File: src/assert_macros.svh
// Assertion macros used by the filter top level.
`ifndef ASSERT_MACROS_SVH
`define ASSERT_MACROS_SVH

// Same-cycle implication, sampled on clk, masked while in reset
`define IIRRN_ASSERT_IMP(name, ante, cons, msg) \
    name: assert property (@(posedge clk) disable iff (!rst_n) (ante) |-> (cons)) \
        else $error(msg);

// Next-cycle implication, sampled on clk, masked while in reset
`define IIRRN_ASSERT_NXT(name, ante, cons, msg) \
    name: assert property (@(posedge clk) disable iff (!rst_n) (ante) |=> (cons)) \
        else $error(msg);

`endif

File: src/iirrn_pkg.sv
// Package: types, register map, operand codes and microcode for the filter.
`timescale 1ns / 1ps

package iirrn_pkg;

    // Sizes
    localparam int TAPS   = 4;
    localparam int NREGS  = 8;
    localparam int DW     = 16;
    localparam int PCW    = 4;
    localparam int QW     = 17;
    localparam int CNTW   = 5;
    localparam logic [CNTW-1:0] DIV_ITERS_M1 = CNTW'(QW - 1);

    // Register map
    localparam logic [2:0] REG_B_TAP0 = 3'd0;
    localparam logic [2:0] REG_B_TAP1 = 3'd1;
    localparam logic [2:0] REG_B_TAP2 = 3'd2;
    localparam logic [2:0] REG_B_TAP3 = 3'd3;
    localparam logic [2:0] REG_A_TAP0 = 3'd4;
    localparam logic [2:0] REG_A_TAP1 = 3'd5;
    localparam logic [2:0] REG_A_TAP2 = 3'd6;
    localparam logic [2:0] REG_A_TAP3 = 3'd7;

    // Multiplier operand codes
    localparam logic [2:0] OPD_X  = 3'd0;
    localparam logic [2:0] OPD_X1 = 3'd1;
    localparam logic [2:0] OPD_X2 = 3'd2;
    localparam logic [2:0] OPD_X3 = 3'd3;
    localparam logic [2:0] OPD_Y1 = 3'd4;
    localparam logic [2:0] OPD_Y2 = 3'd5;
    localparam logic [2:0] OPD_Y3 = 3'd6;

    typedef logic [NREGS-1:0][DW-1:0] coef_bank_t;

    typedef enum logic [2:0] {
        UOP_WAIT = 3'd0,
        UOP_MUL  = 3'd1,
        UOP_ACC  = 3'd2,
        UOP_PREP = 3'd3,
        UOP_DIV  = 3'd4,
        UOP_DONE = 3'd5
    } uop_t;

    typedef enum logic [1:0] {
        ACC_NONE = 2'd0,
        ACC_ADD  = 2'd1,
        ACC_SUB  = 2'd2
    } acc_op_t;

    typedef enum logic [1:0] {
        JMP_NEXT     = 2'd0,
        JMP_WAIT_IN  = 2'd1,
        JMP_LOOP_DIV = 2'd2,
        JMP_WAIT_OUT = 2'd3
    } jmp_t;

    // One control word
    typedef struct packed {
        uop_t           uop;
        logic [2:0]     coef_sel;
        logic [2:0]     data_sel;
        acc_op_t        acc_op;
        jmp_t           jmp;
        logic [PCW-1:0] target;
    } uword_t;

    // Status fed back to the sequencer
    typedef struct packed {
        logic in_fire;
        logic commit;
        logic div_last;
    } seq_stat_t;

    localparam logic [PCW-1:0] PC_HOME = '0;

    // Microcode ROM. Products are registered, so each accumulating step takes
    // the product formed by the step before it.
    function automatic uword_t ucode(input logic [PCW-1:0] pc);
        uword_t w;
        w = '{uop: UOP_WAIT, coef_sel: REG_B_TAP0, data_sel: OPD_X,
              acc_op: ACC_NONE, jmp: JMP_WAIT_IN, target: PC_HOME};
        unique case (pc)
            4'd0:  w = '{UOP_WAIT, REG_B_TAP0, OPD_X,  ACC_NONE, JMP_WAIT_IN,  PC_HOME};
            4'd1:  w = '{UOP_MUL,  REG_B_TAP0, OPD_X,  ACC_NONE, JMP_NEXT,     PC_HOME};
            4'd2:  w = '{UOP_MUL,  REG_B_TAP1, OPD_X1, ACC_ADD,  JMP_NEXT,     PC_HOME};
            4'd3:  w = '{UOP_MUL,  REG_B_TAP2, OPD_X2, ACC_ADD,  JMP_NEXT,     PC_HOME};
            4'd4:  w = '{UOP_MUL,  REG_B_TAP3, OPD_X3, ACC_ADD,  JMP_NEXT,     PC_HOME};
            4'd5:  w = '{UOP_MUL,  REG_A_TAP1, OPD_Y1, ACC_ADD,  JMP_NEXT,     PC_HOME};
            4'd6:  w = '{UOP_MUL,  REG_A_TAP2, OPD_Y2, ACC_SUB,  JMP_NEXT,     PC_HOME};
            4'd7:  w = '{UOP_MUL,  REG_A_TAP3, OPD_Y3, ACC_SUB,  JMP_NEXT,     PC_HOME};
            4'd8:  w = '{UOP_ACC,  REG_A_TAP0, OPD_X,  ACC_SUB,  JMP_NEXT,     PC_HOME};
            4'd9:  w = '{UOP_PREP, REG_A_TAP0, OPD_X,  ACC_NONE, JMP_NEXT,     PC_HOME};
            4'd10: w = '{UOP_DIV,  REG_A_TAP0, OPD_X,  ACC_NONE, JMP_LOOP_DIV, PC_HOME};
            4'd11: w = '{UOP_DONE, REG_A_TAP0, OPD_X,  ACC_NONE, JMP_WAIT_OUT, PC_HOME};
            default: w = '{UOP_WAIT, REG_B_TAP0, OPD_X, ACC_NONE, JMP_WAIT_IN, PC_HOME};
        endcase
        return w;
    endfunction

endpackage

File: src/iir_filter_rounded_normalize.sv
// Top level: handshakes, coefficient registers and the output register.
`timescale 1ns / 1ps

// Direct-form I IIR filter, four feedforward and three feedback taps, with a
// rounded divide by a_tap0. One item is in flight at a time. After the input
// transfer the item passes through seven multiply steps on one shared 16x16
// multiplier, one accumulate step, one setup step, 17 steps of a radix-2
// restoring divider and one write-back step into the output register; the
// next item is taken only in the idle step that follows. The write-back step
// stalls while the output register holds an untaken result.
// The output register holds a finished result while the next item is accepted.
// Products and the sum wrap at 16 bits; a zero a_tap0 gives 0 with divide_fault
// set. Coefficients are written through the cfg port (index 0 to 7:
// b_tap0..b_tap3, a_tap0..a_tap3); other indexes are ignored. Write them only
// while no item is in flight.
module iir_filter_rounded_normalize
(
    input  logic        clk,
    input  logic        rst_n,

    input  logic        in_valid,
    output logic        in_ready,
    input  logic [15:0] sample,
    input  logic        start_req,

    output logic        out_valid,
    input  logic        out_ready,
    output logic [15:0] filtered,
    output logic        divide_fault,

    input  logic        cfg_valid,
    output logic        cfg_ready,
    input  logic [3:0]  cfg_index,
    input  logic [15:0] cfg_data
);

`include "assert_macros.svh"

    iirrn_pkg::coef_bank_t cfg_reg;
    iirrn_pkg::uword_t     ctrl;
    iirrn_pkg::seq_stat_t  stat;

    logic        in_fire;
    logic        commit;
    logic        div_last;
    logic [15:0] result;
    logic        fault;

    logic        out_valid_reg;
    logic [15:0] filtered_reg;
    logic        fault_reg;

    // Coefficient registers
    assign cfg_ready = 1'b1;

    always_ff @(posedge clk or negedge rst_n)
    begin
        if (!rst_n)
        begin
            for (int i = 0; i < iirrn_pkg::NREGS; i++)
                cfg_reg[i] <= (i == int'(iirrn_pkg::REG_A_TAP0)) ? 16'd1 : 16'd0;
        end
        else if (cfg_valid && cfg_ready && !cfg_index[3])
        begin
            cfg_reg[cfg_index[2:0]] <= cfg_data;
        end
    end

    // Transfer control
    assign in_ready = (ctrl.uop == iirrn_pkg::UOP_WAIT);
    assign in_fire  = in_valid && in_ready;
    assign commit   = (ctrl.uop == iirrn_pkg::UOP_DONE) && (!out_valid_reg || out_ready);

    assign stat = '{in_fire: in_fire, commit: commit, div_last: div_last};

    iirrn_sequencer u_seq
    (
        .clk   (clk),
        .rst_n (rst_n),
        .stat  (stat),
        .ctrl  (ctrl)
    );

    iirrn_datapath u_dp
    (
        .clk       (clk),
        .rst_n     (rst_n),
        .ctrl      (ctrl),
        .in_fire   (in_fire),
        .commit    (commit),
        .sample    (sample),
        .start_req (start_req),
        .coef      (cfg_reg),
        .result    (result),
        .fault     (fault),
        .div_last  (div_last)
    );

    // Output register
    always_ff @(posedge clk or negedge rst_n)
    begin
        if (!rst_n)
            out_valid_reg <= 1'b0;
        else if (commit)
            out_valid_reg <= 1'b1;
        else if (out_ready)
            out_valid_reg <= 1'b0;
    end

    always_ff @(posedge clk)
    begin
        if (commit)
        begin
            filtered_reg <= result;
            fault_reg    <= fault;
        end
    end

    assign out_valid    = out_valid_reg;
    assign filtered     = filtered_reg;
    assign divide_fault = fault_reg;

    // Checks
    `IIRRN_ASSERT_NXT(a_busy_after_accept, in_fire, !in_ready, "accepted a second item in flight")
    `IIRRN_ASSERT_NXT(a_commit_shows, commit, out_valid, "committed result not presented")
    `IIRRN_ASSERT_IMP(a_fault_zero, out_valid && divide_fault, filtered == 16'd0,
                      "faulted result is not zero")

endmodule

File: src/iirrn_sequencer.sv
// Microcode sequencer: step counter, control ROM and jump logic.
`timescale 1ns / 1ps

module iirrn_sequencer
(
    input  logic                 clk,
    input  logic                 rst_n,
    input  iirrn_pkg::seq_stat_t stat,
    output iirrn_pkg::uword_t    ctrl
);

    logic [iirrn_pkg::PCW-1:0] pc_reg;
    logic [iirrn_pkg::PCW-1:0] pc_next;

    // Control word for the current step
    assign ctrl = iirrn_pkg::ucode(pc_reg);

    // Next step
    always_comb
    begin
        unique case (ctrl.jmp)
            iirrn_pkg::JMP_NEXT:     pc_next = pc_reg + 1'b1;
            iirrn_pkg::JMP_WAIT_IN:  pc_next = stat.in_fire  ? pc_reg + 1'b1 : pc_reg;
            iirrn_pkg::JMP_LOOP_DIV: pc_next = stat.div_last ? pc_reg + 1'b1 : pc_reg;
            iirrn_pkg::JMP_WAIT_OUT: pc_next = stat.commit   ? ctrl.target   : pc_reg;
            default:                 pc_next = iirrn_pkg::PC_HOME;
        endcase
    end

    always_ff @(posedge clk or negedge rst_n)
    begin
        if (!rst_n)
            pc_reg <= iirrn_pkg::PC_HOME;
        else
            pc_reg <= pc_next;
    end

endmodule

File: src/iirrn_datapath.sv
// Datapath: histories, shared multiplier, accumulator and radix-2 divider.
`timescale 1ns / 1ps

module iirrn_datapath
(
    input  logic                         clk,
    input  logic                         rst_n,
    input  iirrn_pkg::uword_t            ctrl,
    input  logic                         in_fire,
    input  logic                         commit,
    input  logic [iirrn_pkg::DW-1:0]     sample,
    input  logic                         start_req,
    input  iirrn_pkg::coef_bank_t        coef,
    output logic [iirrn_pkg::DW-1:0]     result,
    output logic                         fault,
    output logic                         div_last
);

    localparam int DW = iirrn_pkg::DW;
    localparam int QW = iirrn_pkg::QW;

    // Histories, newest first
    logic [DW-1:0] xh_reg [3];
    logic [DW-1:0] yh_reg [3];

    logic [DW-1:0] x_reg;
    logic [DW-1:0] prod_reg, prod_next;
    logic [DW-1:0] acc_reg, acc_next;

    logic [QW-1:0] quo_reg, quo_next;
    logic [QW-1:0] rem_reg, rem_next;
    logic [QW-1:0] dvs_reg;
    logic          neg_reg;
    logic [iirrn_pkg::CNTW-1:0] cnt_reg;

    logic [DW-1:0]   opd;
    logic [DW-1:0]   cf;
    logic [2*DW-1:0] mult;

    logic [DW-1:0]   a0;
    logic [DW:0]     a0_ext;
    logic [DW:0]     half;
    logic [DW+1:0]   num;
    logic [QW-1:0]   num_mag;
    logic [QW-1:0]   a_mag;

    logic [QW:0]     rem_sh;
    logic [QW+1:0]   diff;
    logic            ge;
    logic [DW-1:0]   q16;

    // Operand select
    always_comb
    begin
        unique case (ctrl.data_sel)
            iirrn_pkg::OPD_X:  opd = x_reg;
            iirrn_pkg::OPD_X1: opd = xh_reg[0];
            iirrn_pkg::OPD_X2: opd = xh_reg[1];
            iirrn_pkg::OPD_X3: opd = xh_reg[2];
            iirrn_pkg::OPD_Y1: opd = yh_reg[0];
            iirrn_pkg::OPD_Y2: opd = yh_reg[1];
            iirrn_pkg::OPD_Y3: opd = yh_reg[2];
            default:           opd = '0;
        endcase
    end

    // Coefficient select; the tap index coef_sel[1:0] is always below TAPS, so no tap is zeroed
    assign cf = ({1'b0, ctrl.coef_sel[1:0]} < 3'(iirrn_pkg::TAPS)) ? coef[ctrl.coef_sel] : '0;

    // Shared multiplier; only the low half matters as the sum wraps at 16 bits
    assign mult      = $signed(cf) * $signed(opd);
    assign prod_next = mult[DW-1:0];

    // Accumulate the product registered in the previous step
    always_comb
    begin
        unique case (ctrl.acc_op)
            iirrn_pkg::ACC_ADD:  acc_next = acc_reg + prod_reg;
            iirrn_pkg::ACC_SUB:  acc_next = acc_reg - prod_reg;
            iirrn_pkg::ACC_NONE: acc_next = acc_reg;
            default:             acc_next = acc_reg;
        endcase
    end

    // Rounded numerator and operand magnitudes
    assign a0      = coef[iirrn_pkg::REG_A_TAP0];
    assign a0_ext  = {a0[DW-1], a0};
    assign half    = $signed(a0_ext + {{DW{1'b0}}, a0[DW-1]}) >>> 1;
    assign num     = {{2{acc_reg[DW-1]}}, acc_reg} + {half[DW], half};
    assign num_mag = num[DW+1] ? QW'(-num) : num[QW-1:0];
    assign a_mag   = a0[DW-1] ? -a0_ext : a0_ext;

    // One restoring divide step
    assign rem_sh   = {rem_reg, quo_reg[QW-1]};
    assign diff     = {1'b0, rem_sh} - {2'b00, dvs_reg};
    assign ge       = !diff[QW+1];
    assign rem_next = ge ? diff[QW-1:0] : rem_sh[QW-1:0];
    assign quo_next = {quo_reg[QW-2:0], ge};

    assign div_last = (cnt_reg == '0);

    // Signed quotient, wrapped to 16 bits
    assign q16    = neg_reg ? -quo_reg[DW-1:0] : quo_reg[DW-1:0];
    assign fault  = (a0 == '0);
    assign result = fault ? '0 : q16;

    // Working registers
    always_ff @(posedge clk)
    begin
        if (in_fire)
            x_reg <= sample;

        unique case (ctrl.uop)
            iirrn_pkg::UOP_WAIT:
            begin
                acc_reg <= '0;
            end
            iirrn_pkg::UOP_MUL:
            begin
                prod_reg <= prod_next;
                acc_reg  <= acc_next;
            end
            iirrn_pkg::UOP_ACC:
            begin
                acc_reg <= acc_next;
            end
            iirrn_pkg::UOP_PREP:
            begin
                quo_reg <= num_mag;
                rem_reg <= '0;
                dvs_reg <= a_mag;
                neg_reg <= num[DW+1] ^ a0[DW-1];
            end
            iirrn_pkg::UOP_DIV:
            begin
                quo_reg <= quo_next;
                rem_reg <= rem_next;
            end
            iirrn_pkg::UOP_DONE:
            begin
                acc_reg <= acc_reg;
            end
            default:
            begin
                acc_reg <= acc_reg;
            end
        endcase
    end

    // Divide iteration counter
    always_ff @(posedge clk or negedge rst_n)
    begin
        if (!rst_n)
            cnt_reg <= '0;
        else if (ctrl.uop == iirrn_pkg::UOP_PREP)
            cnt_reg <= iirrn_pkg::DIV_ITERS_M1;
        else if (ctrl.uop == iirrn_pkg::UOP_DIV && !div_last)
            cnt_reg <= cnt_reg - 1'b1;
    end

    // Histories: cleared by a start request, shifted when the result is committed to the output register
    always_ff @(posedge clk or negedge rst_n)
    begin
        if (!rst_n)
        begin
            for (int i = 0; i < 3; i++)
            begin
                xh_reg[i] <= '0;
                yh_reg[i] <= '0;
            end
        end
        else if (in_fire && start_req)
        begin
            for (int i = 0; i < 3; i++)
            begin
                xh_reg[i] <= '0;
                yh_reg[i] <= '0;
            end
        end
        else if (commit)
        begin
            xh_reg[2] <= xh_reg[1];
            xh_reg[1] <= xh_reg[0];
            xh_reg[0] <= x_reg;
            yh_reg[2] <= yh_reg[1];
            yh_reg[1] <= yh_reg[0];
            yh_reg[0] <= result;
        end
    end

endmodule

File: config.mk
export PLATFORM = sky130hd
export DESIGN_NAME = iir_filter_rounded_normalize
export DESIGN_NICKNAME = d
export VERILOG_FILES = /design/src/iirrn_pkg.sv /design/src/iir_filter_rounded_normalize.sv /design/src/iirrn_sequencer.sv /design/src/iirrn_datapath.sv
export VERILOG_INCLUDE_DIRS = /design/src /design/src/src
export SDC_FILE = /design/constraint.sdc
export NUM_CORES = 1
export LEC_CHECK = 0
export BUFFER_PORTS_ARGS = -buffer_cell sky130_fd_sc_hd__clkbuf_2
export CAP_MARGIN = 20
export CORE_ASPECT_RATIO = 0.75
export CORE_UTILIZATION = 35
export CTS_BUF_LIST = sky130_fd_sc_hd__clkbuf_4
export CTS_CLUSTER_SIZE = 8
export DETAILED_ROUTE_END_ITERATION = 16
export HOLD_SLACK_MARGIN = 0.03
export PLACE_DENSITY = 0.53
export SLEW_MARGIN = 40
export SYNTH_ARGS = -nofsm -noshare
export SYNTH_HDL_FRONTEND = slang
export SYNTH_SLANG_ARGS = --single-unit
File: constraint.sdc
create_clock -name clk -period 10.25 [get_ports clk]
set_clock_uncertainty 0.2 [all_clocks]
set_input_delay 1.5375 -clock clk [delete_from_list [all_inputs] [get_ports clk]]
set_output_delay 1.5375 -clock clk [all_outputs]
set_load 0.02 [all_outputs]
==> run summary <==
The cell at the root of the clock tree is sky130_fd_sc_hd__clkbuf_4. The slowest stage of the critical path is the sky130_fd_sc_hd__a21oi_1 cell. Global routing consumed, over all layers together, 18.2% of the routing resources. The final setup TNS came out at 0 ps.

The highest achievable clock rate is 0.118 GHz. The number of global-route vias before repair came to 16300. TritonCTS built the clock tree. The total CTS buffers came out at 92.

The filler cell count is 6148. sky130_fd_sc_hd__dfrtp_1 is the most common cell in the netlist. The number of max-slew violations in the final report came to 0. The critical-path maximum fanout came out at 21. The measured slew at the worst slew-check pin is 799 ps. The worst flop-to-flop path startpoint is u_seq.pc_reg[0]. The critical path data arrival time is 8780 ps.

The most area-hungry cell type in the Yosys netlist is sky130_fd_sc_hd__dfrtp_1. The share of synthesized area in the top cell type comes to 25.9%. In this design, the stage delay of the slowest critical-path cell is 650 ps. The count of endpoints failing setup in the final report came out at 0. In this run the worst setup path begins at u_seq.pc_reg[0].

The final weighted congestion in routability-driven placement came out at 0.821. The global-route congestion overflow total is 0. The number of I/O port buffers came out at 60. The final critical path time including I/O delays and setup is 8450 ps. The initial utilization of the core area, before any placement, comes to 35.4%.

The worst setup path is captured at a register. The worst register-to-register path ends at u_dp.prod_reg[15]. Counting instances in the post-synthesis netlist gives the leading cell types as sky130_fd_sc_hd__dfrtp_1, sky130_fd_sc_hd__inv_1, sky130_fd_sc_hd__nor2_1, sky130_fd_sc_hd__mux2_2, sky130_fd_sc_hd__ha_1. The pin count of the biggest net entering global routing is 97. The path class of the tightest hold or removal check is register to register.

The I/O pin count came out at 62. Sorting the synthesized cells by area gives the leading types as sky130_fd_sc_hd__dfrtp_1, sky130_fd_sc_hd__edfxtp_1, sky130_fd_sc_hd__fa_1, sky130_fd_sc_hd__ha_1, sky130_fd_sc_hd__mux2_2. The run finished with clean final reports. Counting instances, the worst hold path has a depth of 1. The worst reg-to-reg setup slack came out at 1800 ps. The end of the worst hold path is u_dp.xh_reg[3]. For this run, the leading register cell type out of synthesis is sky130_fd_sc_hd__dfrtp_1. The ratio of routed vias to standard cells is 5.09. The number of buffers on the longest clock path is 3. The average instance in the mapped netlist occupies 11.1 um2. The first-pass GRT wire length is 92.8 mm. The post-synthesis cell type count is 83. The number of enable-type register cells in the synthesized netlist came out at 117. The category of the most critical setup path is register to register. Once the clock tree was built, the resizer swapped 0 gates to a different size.

Setup repair after global routing left no endpoint under its margin. The remaining routing DRC violations came out at 0. In this design, the largest share of critical-path delay is due to adder cells. The number of hold-slack violations in the final timing report came out at 0. The final-stage net count came out at 2378. The flip-flop and latch count after synthesis is 351. Of the cells placed in the final design, the portion with a size suffix greater than 1 is 23.3%. In this design, the critical path's most frequently occurring cell is sky130_fd_sc_hd__inv_1. The register area came out at 0.00937 mm2.

The period utilization is 82.4%. After clock tree synthesis, the setup repair step added 0 buffers. The flip-flop count of the largest register, all copies and words added came out at 128.

The later pin in the worst-skew pair is clocked with a latency of 850 ps. After the first detailed-routing iteration, the DRC count stood at 957. The H-tree depth reported by CTS is 3.

Dividing the detail-routed wire length by the instance count gives 18.7 um. The die height is 222 um. After detailed routing, the total wire length is 57.3 mm. The area growth from synthesis to final layout came out at 12.1%. The number of warning messages in the yosys log came out at 0. The floorplan die area is 0.0653 mm2. In the final layout, the multi-input gates occupy 0.0121 mm2. The total number of placement rows is 80. Hold repair after CTS inserted 0 buffers. The number of antenna violations at the first check in global routing came out at 3. The placeable core area is 0.0636 mm2.

The combined area of all synthesized cells came out at 0.0225 mm2. The worst slew margin relative to its limit came out at 46.7%. The estimated wirelength of the detail-placed design came out at 40.9 mm. After clock tree synthesis, the clock-pin slew on the worst setup and hold paths is 60 ps. In this run the most critical hold path is launched from u_dp.xh_reg[3]. The buffer and inverter count on the worst path came out at 9. The number of nets with antenna violations after routing is 0.

The total nets after synthesis came out at 2272. The proportion of register bits with asynchronous set or reset after synthesis came out at 66.7%. The worst setup path is launched from a register. The total number of vias is 15600. Data on the critical path is required at its endpoint by 10580 ps. The count of TritonRoute iterations in the first routing pass came out at 5. The share of the core filled with cells in the final layout is 39.7%. The clock sink count is 351.

The number of instances in the synthesized netlist is 2023. The max-capacitance violation count came out at 0. The depth of the worst register-to-register path came out at 28. Summing the sequential cell areas from Yosys gives 41.6% of the chip area. In this run the horizontal extent of the chip is 295 um.
## per-stage QoR
stage                     setup WS (ps)  std cells  hold slack (ps)  cell area, um2
after floorplan                    2970       2023              265           22500
after global placement             1990       2891              279           23800
after detailed placement           1940       2896              282           23900
after CTS                          1910       3062              304           25200
after global routing               1370       3064              314           25200
final                              1800       3065              297           25200
## placed cells by master, fill, tap and decap left out, types with 8 or more instances in the layout
cell	synthesis	routed
sky130_fd_sc_hd__fa_1	82	82
sky130_fd_sc_hd__nor3_1	18	18
sky130_fd_sc_hd__mux2_2	129	129
sky130_fd_sc_hd__buf_4	6	37
sky130_fd_sc_hd__nand3_1	23	23
sky130_fd_sc_hd__o21ai_0	49	49
sky130_fd_sc_hd__clkbuf_2	0	59
sky130_fd_sc_hd__xor2_1	53	53
sky130_fd_sc_hd__o21a_1	10	10
sky130_fd_sc_hd__o31ai_1	16	15
sky130_fd_sc_hd__mux4_2	25	25
sky130_fd_sc_hd__or3_1	12	11
sky130_fd_sc_hd__o41ai_1	8	8
sky130_fd_sc_hd__clkbuf_4	0	144
sky130_fd_sc_hd__a22oi_1	9	9
sky130_fd_sc_hd__dfrtp_1	233	232
sky130_fd_sc_hd__xnor2_1	85	85
sky130_fd_sc_hd__a21oi_1	76	72
sky130_fd_sc_hd__mux2i_1	47	46
sky130_fd_sc_hd__nor2_1	186	184
sky130_fd_sc_hd__a221o_1	8	8
sky130_fd_sc_hd__ha_1	125	125
sky130_fd_sc_hd__edfxtp_1	117	117
sky130_fd_sc_hd__a22o_1	105	105
sky130_fd_sc_hd__nor4_1	8	8
sky130_fd_sc_hd__clkinv_1	0	13
sky130_fd_sc_hd__nor2b_1	15	15
sky130_fd_sc_hd__nand2_1	88	86
sky130_fd_sc_hd__inv_1	188	187
sky130_fd_sc_hd__or2_2	59	59
sky130_fd_sc_hd__and3_1	11	10
sky130_fd_sc_hd__a21o_1	15	15
sky130_fd_sc_hd__nand2b_1	17	17
## cell type report
class | count | area share, %
multi-input cells | 1392 | 48.0
flip-flops and latches | 351 | 37.1
clock buffers | 144 | 4.28
well taps | 861 | 4.27
inverters | 188 | 2.80
repair buffers | 104 | 2.74
clock inverters | 22 | 0.719
diodes | 3 | 0.0298
## kinds of logic after synthesis
family | after synthesis | synth area share (%)
DFF | 351 | 41.6
buffers and inverters | 280 | 5.04
and+or+nand+nor | 476 | 10.2
xor gates and xnor gates | 139 | 5.47
muxes | 207 | 11.6
AOI/OAI and AO/OA | 361 | 11.7
other | 2 | 0.0334
adders and majority gates | 207 | 14.2
## layer usage
layer	up-vias	wire, um	track usage, %	share of wire (%)
li1	7393	-	-	-
met1	7779	28100	26.5	49
met2	338	24500	26.8	43
met3	92	3390	4.49	5.9
met4	0	1310	5.11	2.3
met5	-	0	0	0
## worst max path at each step
| stage | endpoint | slack (ps) | cells after the start |
|---|---|---|---|
| 6_report | u_dp.prod_reg[15] | 1800 | 28 |
| 5_1_grt | u_dp.prod_reg[15] | 1370 | 28 |
| 4_1_cts | u_dp.prod_reg[15] | 1910 | 28 |
| 3_5_place_dp | u_dp.prod_reg[15] | 1940 | 28 |
| 3_3_place_gp | u_dp.prod_reg[13] | 1990 | 25 |
| 2_1_floorplan | u_dp.prod_reg[15] | 2970 | 28 |
Power is left out: the tool's default activity adds up to more than one toggle a clock period on the data nets, which glitch-free logic cannot reach.
